<file path="config.mk">
export PLATFORM = sky130hd
export DESIGN_NAME = eavg_cordic_cell
export DESIGN_NICKNAME = d
export VERILOG_FILES = /design/src/hdl/eavg_pkg.sv /design/src/hdl/eavg_cordic_cell.sv
export SDC_FILE = /design/constraint.sdc
export NUM_CORES = 1
export LEC_CHECK = 0
export BUFFER_PORTS_ARGS = -buffer_cell sky130_fd_sc_hd__buf_2
export CORE_MARGIN = 1.5
export CORE_UTILIZATION = 30
export DETAILED_ROUTE_END_ITERATION = 8
export HOLD_SLACK_MARGIN = 0.15
export PLACE_DENSITY_LB_ADDON = 0.08
export SYNTH_ARGS = -nofsm -noshare
export SYNTH_HDL_FRONTEND = slang
export SYNTH_SLANG_ARGS = --single-unit
export TNS_END_PERCENT = 10
</file>
<file path="constraint.sdc">
create_clock -name i_clk -period 7.2 [get_ports i_clk]
set_clock_uncertainty 0.15 [all_clocks]
set_input_delay 0.72 -clock i_clk [delete_from_list [all_inputs] [get_ports i_clk]]
set_output_delay 0.72 -clock i_clk [all_outputs]
set_load 0.03 [all_outputs]
</file>
<file path="src/hdl/eavg_pkg.sv">
// Shared constants, types and functions of the ellipse arc vertex generator.
`timescale 1ns / 1ps
`default_nettype none
package eavg_pkg;

    localparam int FRAC_BITS     = 16;
    localparam int ANGLE_BITS    = 16;
    localparam int CORDIC_STAGES = 16;

    // Magnitude of angle_span * point_index needs 33 bits.
    localparam int DIV_BITS   = 33;
    localparam int SEG_BITS   = 16;
    localparam int STAGE_BITS = 5;

    // Product, magnitude, divider cells, angle, CORDIC setup, CORDIC cells,
    // radius scaling, rounding, rotation products, rotation sum, output.
    localparam int LATENCY = DIV_BITS + CORDIC_STAGES + 9;

    localparam int CFG_IDX_BITS  = 4;
    localparam int CFG_DATA_BITS = 32;

    localparam logic [CFG_IDX_BITS-1:0] REG_CENTER_X      = 4'd0;
    localparam logic [CFG_IDX_BITS-1:0] REG_CENTER_Y      = 4'd1;
    localparam logic [CFG_IDX_BITS-1:0] REG_RADIUS_X      = 4'd2;
    localparam logic [CFG_IDX_BITS-1:0] REG_RADIUS_Y      = 4'd3;
    localparam logic [CFG_IDX_BITS-1:0] REG_ROTATION      = 4'd4;
    localparam logic [CFG_IDX_BITS-1:0] REG_START_PHASE   = 4'd5;
    localparam logic [CFG_IDX_BITS-1:0] REG_ANGLE_SPAN    = 4'd6;
    localparam logic [CFG_IDX_BITS-1:0] REG_SEGMENT_COUNT = 4'd7;

    localparam logic [30:0]        RADIUS_RESET  = 31'(64'd1 << FRAC_BITS);
    localparam logic signed [17:0] SPAN_RESET    = 18'(64'd1 << ANGLE_BITS);
    localparam logic [15:0]        SEGMENT_RESET = 16'd32;

    localparam logic signed [31:0] CORDIC_GAIN = 32'sd652032874;
    localparam logic signed [63:0] HALF_Q30    = 64'sd536870912;

    typedef logic [ANGLE_BITS-1:0] t_angle;

    typedef struct packed {
        logic [SEG_BITS-1:0] rem;
        logic [DIV_BITS-1:0] num;
        t_angle              quo;
        logic                neg;
    } t_div;

    typedef struct packed {
        logic signed [31:0] x;
        logic signed [31:0] y;
        logic signed [31:0] z;
        logic [1:0]         quad;
    } t_cordic;

    // atan(2^-k) in units of 2^-32 turn.
    function automatic logic [31:0] atan_turn32(input logic [STAGE_BITS-1:0] k);
        case (k)
            5'd0:    return 32'h20000000;
            5'd1:    return 32'h12E4051D;
            5'd2:    return 32'h09FB385B;
            5'd3:    return 32'h051111D4;
            5'd4:    return 32'h028B0D43;
            5'd5:    return 32'h0145D7E1;
            5'd6:    return 32'h00A2F61E;
            5'd7:    return 32'h00517C55;
            5'd8:    return 32'h0028BE53;
            5'd9:    return 32'h00145F2E;
            5'd10:   return 32'h000A2F98;
            5'd11:   return 32'h000517CC;
            5'd12:   return 32'h00028BE6;
            5'd13:   return 32'h000145F3;
            5'd14:   return 32'h0000A2F9;
            5'd15:   return 32'h0000517C;
            5'd16:   return 32'h000028BE;
            5'd17:   return 32'h0000145F;
            5'd18:   return 32'h00000A2F;
            5'd19:   return 32'h00000517;
            5'd20:   return 32'h0000028B;
            5'd21:   return 32'h00000145;
            5'd22:   return 32'h000000A2;
            5'd23:   return 32'h00000051;
            default: return 32'h00000000;
        endcase
    endfunction

    function automatic logic signed [31:0] sat32(input logic signed [34:0] v);
        if (v > 35'sd2147483647) begin
            return 32'sh7FFFFFFF;
        end else if (v < -35'sd2147483648) begin
            return 32'sh80000000;
        end
        return v[31:0];
    endfunction

    // Splits the angle into the nearest quarter turn and a residual.
    function automatic t_cordic cordic_prep(input t_angle a);
        logic [31:0] a32;
        logic [31:0] sum;
        t_cordic     c;
        a32    = 32'(a) << (32 - ANGLE_BITS);
        sum    = a32 + 32'h20000000;
        c.quad = sum[31:30];
        c.z    = $signed(a32 - {c.quad, 30'd0});
        c.x    = CORDIC_GAIN;
        c.y    = 32'sd0;
        return c;
    endfunction

    function automatic logic signed [31:0] cos_of(input t_cordic c);
        case (c.quad)
            2'd0:    return c.x;
            2'd1:    return -c.y;
            2'd2:    return -c.x;
            default: return c.y;
        endcase
    endfunction

    function automatic logic signed [31:0] sin_of(input t_cordic c);
        case (c.quad)
            2'd0:    return c.y;
            2'd1:    return c.x;
            2'd2:    return -c.y;
            default: return -c.x;
        endcase
    endfunction

endpackage
`default_nettype wire

</file>
<file path="src/hdl/eavg_cordic_cell.sv">
// One CORDIC rotation cell: a shift-add micro-rotation per clock.
`timescale 1ns / 1ps
`default_nettype none
module eavg_cordic_cell import eavg_pkg::*; (
    input  wire logic                  i_clk,
    input  wire logic [STAGE_BITS-1:0] i_stage,
    input  wire t_cordic               i_d,
    output t_cordic                    o_d
);

    logic signed [31:0] dx;
    logic signed [31:0] dy;
    logic signed [31:0] step;
    t_cordic            n_d;
    t_cordic            r_d;

    always_comb begin
        dx       = $signed(i_d.y) >>> i_stage;
        dy       = $signed(i_d.x) >>> i_stage;
        step     = $signed(atan_turn32(i_stage));
        n_d.quad = i_d.quad;
        if (!i_d.z[31]) begin
            n_d.x = i_d.x - dx;
            n_d.y = i_d.y + dy;
            n_d.z = i_d.z - step;
        end else begin
            n_d.x = i_d.x + dx;
            n_d.y = i_d.y - dy;
            n_d.z = i_d.z + step;
        end
    end

    always_ff @(posedge i_clk) begin
        r_d <= n_d;
    end

    assign o_d = r_d;

endmodule
`default_nettype wire

</file>
==> results by group <==
Synth
  – Synth Flop Type: dfxtp_1
  – Number of enable flip-flop cells after synthesis: 0
  – Syn nets: 1868
  – Synth unique cells: 104
  – Post-Syn Area: 0.01395 mm2
  – Flops & latches, synth: 98
  – YS warnings: 0
  – Syn avg cell area: 8.468 um2
  – Cell count after synthesis: 1648
  – Seq/Total Area, Yosys: 14.06%
  – Post-synth ARST share: 0%

Pwr
  – PD cells: 229.1 mW/mm2
  – Leakage power: 6.754 nW
  – Worst vdd ir: 0.1619 mV

Clock tree
  – CTS Buf Count: 9
  – Clk buf depth: 2
  – CTS root buffer: clkbuf_16
  – CTS tree: built
  – Clk slew on worst S/H paths: 70 ps
  – Resized cells post-CTS: 0
  – Setup Buffers After CTS: 0
  – Cts hold-fix bufs: 0
  – H-tree Lvls: 3
  – Clock sink count: 98

Floorplanning
  – Die Span Y: 218.7 um
  – Width of the die: 218.7 um
  – CORE AREA: 0.04567 mm2
  – Rows: 78
  – Initial Util: 30.55%
  – DIE AREA: 0.04782 mm2
  – I/O pin cnt: 202

Detailed routing
  – Routed length on met1: 25920 um
  – DRC Markers: 0
  – Top layer in use: met4
  – DRT Wirelength: 55370 um
  – Routed Antenna Nets: 0
  – Routed vias: 13900
  – Routed length per instance: 22.91 um
  – TritonRoute pass-1 iters: 6
  – Met3 WL post-DR: 3810 um
  – Metal2 WL: 23930 um
  – Detailed Route Iter0 Violations: 1137
  – Via/cell ratio: 5.751

Layout
  – Max FFs per register: 98
  – Area grow syn2layout: 13.28%
  – Layout cell share with drive strength beyond 1: 22.37%
  – Final Net Count: 2030
  – Most frequent cells in the layout: 199 x buf_2, 153 x a21oi_1, 143 x nand2_1
  – Commonest non-fill, non-tap cell in the layout: buf_2

Min path
  – Min-Delay Path Class: in2reg

STA
  – Setup violators final: 0
  – Slew margin rel.: 20.66%
  – Total negative slack: 0 ps
  – Worst slew pin tran: 1188 ps
  – Fmax: 155.5 MHz
  – Final Hold Fails: 0
  – Slew Viols, Final: 0
  – Fin crit period: 6429 ps
  – Hold slack: 270.0 ps
  – Crit share post-route: 89.29%
  – Unrepaired setup endpoints after global routing: no

Run
  – Maxcap violations: 0

Global routing
  – Total GRT Usage: 22.95%
  – Initial antenna violation count: 1
  – Grt total ovfl: 0
  – Largest net degree at the start of global routing: 68
  – Vias in the first global route: 13330
  – First-pass GRT wire length: 82690 um

Setup path
  – CP endpoint: o_d[97]
  – Setup crit end kind: flop
  – Worst EP arrival: 6550 ps
  – Critical path origin: i_stage[0]
  – Crit path kind: in2reg
  – CP Max Fanout: 38
  – CP Data Required Time: 7330 ps
  – CP Launch Type: input port

Run status
  – Status: finished clean

Placement
  – DPL Wire Length: 43580 um
  – Count of input and output buffers: 201
  – Placer Congestion: 0.8972
==> logic make-up (layout without fill, tap and decap cells) <==
kind of cell               after synthesis  count (layout)  share of synthesized area [%]
AOI/OAI and AO/OA                      490             490                          23.12
xor gates and xnor gates               172             172                          10.80
adders and majority gates              116             116                          10.56
buffers and inverters                  132             299                          5.174
DFF                                     98              98                          14.06
muxes                                  171             171                          19.33
other                                    0               2                              0
and+or+nand+nor                        469             469                          16.96
==> metal layers <==
layer	GRT usage (%)	vias to the layer above
li1	-	6510
met1	32.69	6753
met2	33.99	560
met3	3.967	77
met4	9.155	0
met5	0	-
==> metrics by stage <==
step | util, % | setup slack (ps) | cell area [um2] | total power [mW] | instances
final | 34.61 | 771.0 | 15810 | 3.621 | 2417
after global routing | 34.60 | 291.2 | 15810 | 3.875 | 2416
after CTS | 34.60 | 849.0 | 15800 | 3.662 | 2415
after detailed placement | 34.01 | 416.9 | 15530 | 3.154 | 2399
after global placement | 34.01 | 472.0 | 15530 | 3.165 | 2399
after floorplan | - | 1230 | 13950 | 2.504 | 1648
==> layout make-up <==
cell class	instances	area, um2
diodes	2	5.005
fillers	4928	29870
well taps	600	750.7
repair buffers	244	1400
clock buffers	9	225.2
flip-flops and latches	98	1962
clock inverters	7	45.04
multi-input cells	1418	11270
inverters	39	146.4
==> Yosys cell counts (30+ instances only) <==
cell      instances  share of area (%)
a21oi_1         153                5.5
nand2_1         143                3.8
nor2_1          115                3.1
ha_1            113                 10
xnor2_1         105                6.6
dfxtp_1          98                 14
mux4_2           72                 12
o21ai_0          70                2.5
xor2_1           67                4.2
mux2i_1          66                4.7
a21o_1           44                2.4
inv_1            36               0.97
nand3_1          31                1.1
a31oi_1          30                1.3
clkbuf_1         30               0.81
nor2b_1          30                1.3
==> worst min-delay path by stage <==
stage | depth (start not counted) | slack [ps] | to | start
finish | 1 | 270 | o_d[0] | i_d[0]
global route | 1 | 250 | o_d[1] | i_d[1]
CTS | 1 | 240 | o_d[0] | i_d[0]
detailed placement | 1 | 670 | o_d[0] | i_d[0]
global placement | 1 | 670 | o_d[0] | i_d[0]
floorplan | 0 | 600 | o_d[0] | i_d[0]
==> worst max-delay path, cell delays in order <==
cell,delay (ps)
buf_6,370
buf_12,230
mux4_1,650
mux2i_1,400
o22ai_1,180
a21oi_2,230
nand3_1,280
or2_4,380
nor2_8,160
a21oi_1,90
xor2_1,170
ha_1,370
nand2_1,110
or3_1,400
nor4_1,310
a21oi_1,130
a311oi_1,520
a41oi_1,260
a21oi_1,250
a31oi_1,130
xnor2_1,140
==> power by group <==
group,internal [mW],leakage [nW],switching [mW]
clock,0.233,0.135,0.236
combinational,0.820,5.79,1.50
sequential,0.781,0.827,0.0544
(Power assumes the default switching activity.)
