--- src/hdl/eavg_pkg.sv ---
// Shared constants, types and functions of the ellipse arc vertex generator.
`timescale 1ns / 1ps
`default_nettype none
package eavg_pkg;

    localparam int FRAC_BITS     = 16;
    localparam int ANGLE_BITS    = 16;
    localparam int CORDIC_STAGES = 16;

    // Magnitude of angle_span * point_index needs 33 bits.
    localparam int DIV_BITS   = 33;
    localparam int SEG_BITS   = 16;
    localparam int STAGE_BITS = 5;

    // Product, magnitude, divider cells, angle, CORDIC setup, CORDIC cells,
    // radius scaling, rounding, rotation products, rotation sum, output.
    localparam int LATENCY = DIV_BITS + CORDIC_STAGES + 9;

    localparam int CFG_IDX_BITS  = 4;
    localparam int CFG_DATA_BITS = 32;

    localparam logic [CFG_IDX_BITS-1:0] REG_CENTER_X      = 4'd0;
    localparam logic [CFG_IDX_BITS-1:0] REG_CENTER_Y      = 4'd1;
    localparam logic [CFG_IDX_BITS-1:0] REG_RADIUS_X      = 4'd2;
    localparam logic [CFG_IDX_BITS-1:0] REG_RADIUS_Y      = 4'd3;
    localparam logic [CFG_IDX_BITS-1:0] REG_ROTATION      = 4'd4;
    localparam logic [CFG_IDX_BITS-1:0] REG_START_PHASE   = 4'd5;
    localparam logic [CFG_IDX_BITS-1:0] REG_ANGLE_SPAN    = 4'd6;
    localparam logic [CFG_IDX_BITS-1:0] REG_SEGMENT_COUNT = 4'd7;

    localparam logic [30:0]        RADIUS_RESET  = 31'(64'd1 << FRAC_BITS);
    localparam logic signed [17:0] SPAN_RESET    = 18'(64'd1 << ANGLE_BITS);
    localparam logic [15:0]        SEGMENT_RESET = 16'd32;

    localparam logic signed [31:0] CORDIC_GAIN = 32'sd652032874;
    localparam logic signed [63:0] HALF_Q30    = 64'sd536870912;

    typedef logic [ANGLE_BITS-1:0] t_angle;

    typedef struct packed {
        logic [SEG_BITS-1:0] rem;
        logic [DIV_BITS-1:0] num;
        t_angle              quo;
        logic                neg;
    } t_div;

    typedef struct packed {
        logic signed [31:0] x;
        logic signed [31:0] y;
        logic signed [31:0] z;
        logic [1:0]         quad;
    } t_cordic;

    // atan(2^-k) in units of 2^-32 turn.
    function automatic logic [31:0] atan_turn32(input logic [STAGE_BITS-1:0] k);
        case (k)
            5'd0:    return 32'h20000000;
            5'd1:    return 32'h12E4051D;
            5'd2:    return 32'h09FB385B;
            5'd3:    return 32'h051111D4;
            5'd4:    return 32'h028B0D43;
            5'd5:    return 32'h0145D7E1;
            5'd6:    return 32'h00A2F61E;
            5'd7:    return 32'h00517C55;
            5'd8:    return 32'h0028BE53;
            5'd9:    return 32'h00145F2E;
            5'd10:   return 32'h000A2F98;
            5'd11:   return 32'h000517CC;
            5'd12:   return 32'h00028BE6;
            5'd13:   return 32'h000145F3;
            5'd14:   return 32'h0000A2F9;
            5'd15:   return 32'h0000517C;
            5'd16:   return 32'h000028BE;
            5'd17:   return 32'h0000145F;
            5'd18:   return 32'h00000A2F;
            5'd19:   return 32'h00000517;
            5'd20:   return 32'h0000028B;
            5'd21:   return 32'h00000145;
            5'd22:   return 32'h000000A2;
            5'd23:   return 32'h00000051;
            default: return 32'h00000000;
        endcase
    endfunction

    function automatic logic signed [31:0] sat32(input logic signed [34:0] v);
        if (v > 35'sd2147483647) begin
            return 32'sh7FFFFFFF;
        end else if (v < -35'sd2147483648) begin
            return 32'sh80000000;
        end
        return v[31:0];
    endfunction

    // Splits the angle into the nearest quarter turn and a residual.
    function automatic t_cordic cordic_prep(input t_angle a);
        logic [31:0] a32;
        logic [31:0] sum;
        t_cordic     c;
        a32    = 32'(a) << (32 - ANGLE_BITS);
        sum    = a32 + 32'h20000000;
        c.quad = sum[31:30];
        c.z    = $signed(a32 - {c.quad, 30'd0});
        c.x    = CORDIC_GAIN;
        c.y    = 32'sd0;
        return c;
    endfunction

    function automatic logic signed [31:0] cos_of(input t_cordic c);
        case (c.quad)
            2'd0:    return c.x;
            2'd1:    return -c.y;
            2'd2:    return -c.x;
            default: return c.y;
        endcase
    endfunction

    function automatic logic signed [31:0] sin_of(input t_cordic c);
        case (c.quad)
            2'd0:    return c.y;
            2'd1:    return c.x;
            2'd2:    return -c.y;
            default: return -c.x;
        endcase
    endfunction

endpackage
`default_nettype wire

--- src/hdl/eavg_div_cell.sv ---
// One restoring division cell: settles one quotient bit per clock.
`timescale 1ns / 1ps
`default_nettype none
module eavg_div_cell import eavg_pkg::*; (
    input  wire logic                i_clk,
    input  wire logic [SEG_BITS-1:0] i_seg,
    input  wire t_div                i_d,
    output t_div                     o_d
);

    logic [SEG_BITS:0] trial;
    logic              qbit;
    t_div              n_d;
    t_div              r_d;

    always_comb begin
        trial   = {i_d.rem, i_d.num[DIV_BITS-1]};
        qbit    = (trial >= {1'b0, i_seg});
        n_d.num = i_d.num << 1;
        n_d.quo = {i_d.quo[ANGLE_BITS-2:0], qbit};
        n_d.neg = i_d.neg;
        if (qbit) begin
            n_d.rem = SEG_BITS'(trial - {1'b0, i_seg});
        end else begin
            n_d.rem = trial[SEG_BITS-1:0];
        end
    end

    always_ff @(posedge i_clk) begin
        r_d <= n_d;
    end

    assign o_d = r_d;

endmodule
`default_nettype wire

--- config.mk ---
export PLATFORM = sky130hd
export DESIGN_NAME = eavg_div_cell
export DESIGN_NICKNAME = d
export VERILOG_FILES = /design/src/hdl/eavg_pkg.sv /design/src/hdl/eavg_div_cell.sv
export SDC_FILE = /design/constraint.sdc
export NUM_CORES = 1
export LEC_CHECK = 0
export ABC_AREA = 1
export BUFFER_PORTS_ARGS = -buffer_cell sky130_fd_sc_hd__buf_2
export CAP_MARGIN = 20
export CORE_MARGIN = 10
export CORE_UTILIZATION = 25
export CTS_BUF_LIST = sky130_fd_sc_hd__clkbuf_8
export DETAILED_ROUTE_END_ITERATION = 8
export SETUP_SLACK_MARGIN = 0.3
export SLEW_MARGIN = 20
export SYNTH_ARGS = -nofsm -noshare
export SYNTH_HDL_FRONTEND = slang
export SYNTH_SLANG_ARGS = --single-unit
--- constraint.sdc ---
create_clock -name i_clk -period 1.34 [get_ports i_clk]
set_input_delay 0.067 -clock i_clk [delete_from_list [all_inputs] [get_ports i_clk]]
set_output_delay 0.067 -clock i_clk [all_outputs]
set_load 0.02 [all_outputs]
==> flow_summary.yaml <==
outcome:
  run_status: "finished clean"
yosys:
  yosysTopAreaCell: "dfxtp_1"
  syn_nets: 436
  synth_commonest_cells: "nand2_1, dfxtp_1, inv_1"
  synth_area_sq_um: 2630
  synth_area_leaders: "dfxtp_1, nand2_1, inv_1, ha_1, nand3_1"
  ys_seq_elements: 65
  ys_seq_area_share_pct: 49.5
  synthArstFlopShare_pct: 0
  synth_area_per_cell_sq_um: 7.83
  synth-main-ff-cell: "dfxtp_1"
  synth_edf_count: 0
  yosysMostFrequentCell: "nand2_1"
  yosys.area.top_type_share_pct: 49.5
  synth_warnings: 0
  synth.distinct_cells: 24
  syn_inst: 336
pwr:
  cellInternalPower_mw: 3.86
  p_seq_share_pct: 38.3
  irDropWorstVdd_uv: 480
  power_leakage_nw: 2.71
  p_sw_share_pct: 31.2
  pwr-share-comb_pct: 31.9
  pwr_density_cell_nw_per_um2: 1060
  clkPwrFrac_pct: 29.8
  switching_power_mw: 1.75
cells_and_area:
  final_cells: 744
  largest_reg_flops: 65
  design_area_sq_um: 5280
  syn2layout_area_growth_pct: 101
  final_net_count: 703
  fillers: 997
  drive_gt1_share_pct: 53.8
  antenna_cells: 0
sta:
  slew_violations: 0
  min_period_ns: 1.15
  hold_violations: 0
  setup_viol: 0
  fin_ws_ns: 0.191
  fin_crit_sh_pct: 85.8
  rsz0062_at_grt: "true"
  timing.fmax_ghz: 0.870
clock_tree:
  cts.htree.levels: 3
  cts_root_buf: "clkbuf_8"
  clockBufferDepth: 2
  cts_made_buffers: 9
  cts_sinks: 65
  clk_pin_slew_worst_paths_ns: 0.08
  cts_tree: "built"
global_routing:
  grt_max_degree: 12
  track_usage_pct: 14.3
  grt_pass1_wl_um: 17100
  grt_pass1_vias: 3385
  antenna_found_initial: 1
  gr-total-overflow: 0
critical_path:
  path_max_fanout: 6
  critPathArrivalTime_ns: 1.40
  critical_path_class: "input port to register"
  worst_ep_required_time_ns: 1.59
  cp-start-kind: "input port"
  end_kind: "register"
detailed_routing:
  drt_iter0_markers: 112
  wl_per_cell_um: 14.5
  drc: 0
  met1_length_um: 4380
  routed-wl-met2_um: 5040
  drtPass1Iterations: 4
  wl_met3_um: 1100
  viasPerCell: 4.12
  dr_total_vias: 3067
  routed.top_layer: "met5"
  wirelength_um: 10800
  postRouteAntennaNets: 0
worst_hold_path:
  hold_path.class: "input port to register"
  hold_depth: 3
floorplan:
  row_count: 37
  coreArea_sq_um: 10300
  die_y_um: 123
  initial_core_util_pct: 25.6
  io_pins: 149
  fp.dieW_um: 123
  die_area_sq_um: 15000
placement:
  gp_congestion: 0.861
  io_buffers: 146
  place_inst: 657
  place_ws_ns: -0.260
  place_area_sq_um: 4090
  dp_hpwl_um: 8070
job:
  max_cap_viol_count: 0
## kinds of logic (layout without fill, tap and decap cells)
family,count (synthesis),in the layout,synth area share (%)
and+or+nand+nor,171,171,27.2
buffers and inverters,64,336,10.5
AOI/OAI and AO/OA,12,12,2.38
adders and majority gates,17,17,8.37
DFF,65,65,49.5
other,1,1,0.143
xor gates and xnor gates,6,6,2.00
## path summary, 6_finish.rpt
kind                       to  startpoint
worst max-delay path  o_d[62]     i_d[52]
worst min-delay path  o_d[51]     i_d[50]
## power groups by stage
| stage | clock (mW) | combinational [mW] | sequential [mW] |
|---|---|---|---|
| floorplan | 0 | 0.600 | 2.42 |
| global placement | 0 | 1.44 | 2.19 |
| detailed placement | 0 | 1.44 | 2.19 |
| CTS | 1.72 | 1.71 | 2.15 |
| global route | 1.80 | 1.96 | 2.17 |
| finish | 1.67 | 1.79 | 2.15 |
## critical path, cell delays in order
cell and delay (ns):
buf_2 0.12, ha_4 0.30, nand2_4 0.07, inv_2 0.05
nand2_2 0.06, nand2_2 0.06, nand2_2 0.05, nand3_2 0.09
nand2_2 0.07, nand2_4 0.16, inv_6 0.06, buf_12 0.13
nand2_2 0.04, nand2_1 0.05
## per-layer routing
layer | track usage, % | vias up
met5 | 0 | -
met4 | 5.45 | 2
met3 | 5.28 | 25
met2 | 24.4 | 130
met1 | 16.0 | 1369
li1 | - | 1541
## cells in the final DEF, fill, tap and decap left out, types with 8 or more instances in the layout
master / Yosys / layout
buf_2: 0 / 140
nand2_1: 120 / 72
dfxtp_1: 65 / 65
dlygate4sd3_1: 0 / 62
nand2_2: 2 / 45
buf_4: 1 / 45
inv_1: 60 / 41
ha_4: 0 / 16
inv_2: 0 / 15
nand3_1: 17 / 10
clkbuf_8: 0 / 10
buf_6: 2 / 9
nand3_2: 2 / 8
nor2_2: 3 / 8
nor2_1: 16 / 8
## what timing repair did
item | 4_1_cts | 5_1_grt
setup buffers | 5 | 3
pin swaps | 17 | 19
hold endpoints to repair | 61 | 1
hold buffers | 61 | 1
resized for setup | 51 | 38
cloned | 0 | 1
setup endpoints to repair | 17 | 17
## area by class of cell
type / instances / area [sq um] / share of cell area (%)
timing repair buffer: 260 / 1840 / 34.8
multi-input combinational: 207 / 1520 / 28.9
sequential: 65 / 1300 / 24.7
inverter: 60 / 250 / 4.74
tap: 136 / 170 / 3.23
clock buffer: 10 / 138 / 2.61
clock inverter: 6 / 58.8 / 1.11
## metrics by stage
| step | hold WS, ns | power, mW | setup TNS [ns] | util, % |
|---|---|---|---|---|
| 2_1_floorplan | 0.0947 | 3.02 | 0 | - |
| 3_3_place_gp | 0.170 | 3.63 | -3.35 | 39.7 |
| 3_5_place_dp | 0.171 | 3.64 | -3.73 | 39.7 |
| 4_1_cts | 0.0206 | 5.57 | 0 | 49.7 |
| 5_1_grt | 0.0480 | 5.93 | 0 | 51.3 |
| 6_report | 0.0452 | 5.61 | 0 | 51.3 |
(Power assumes the default switching activity.)
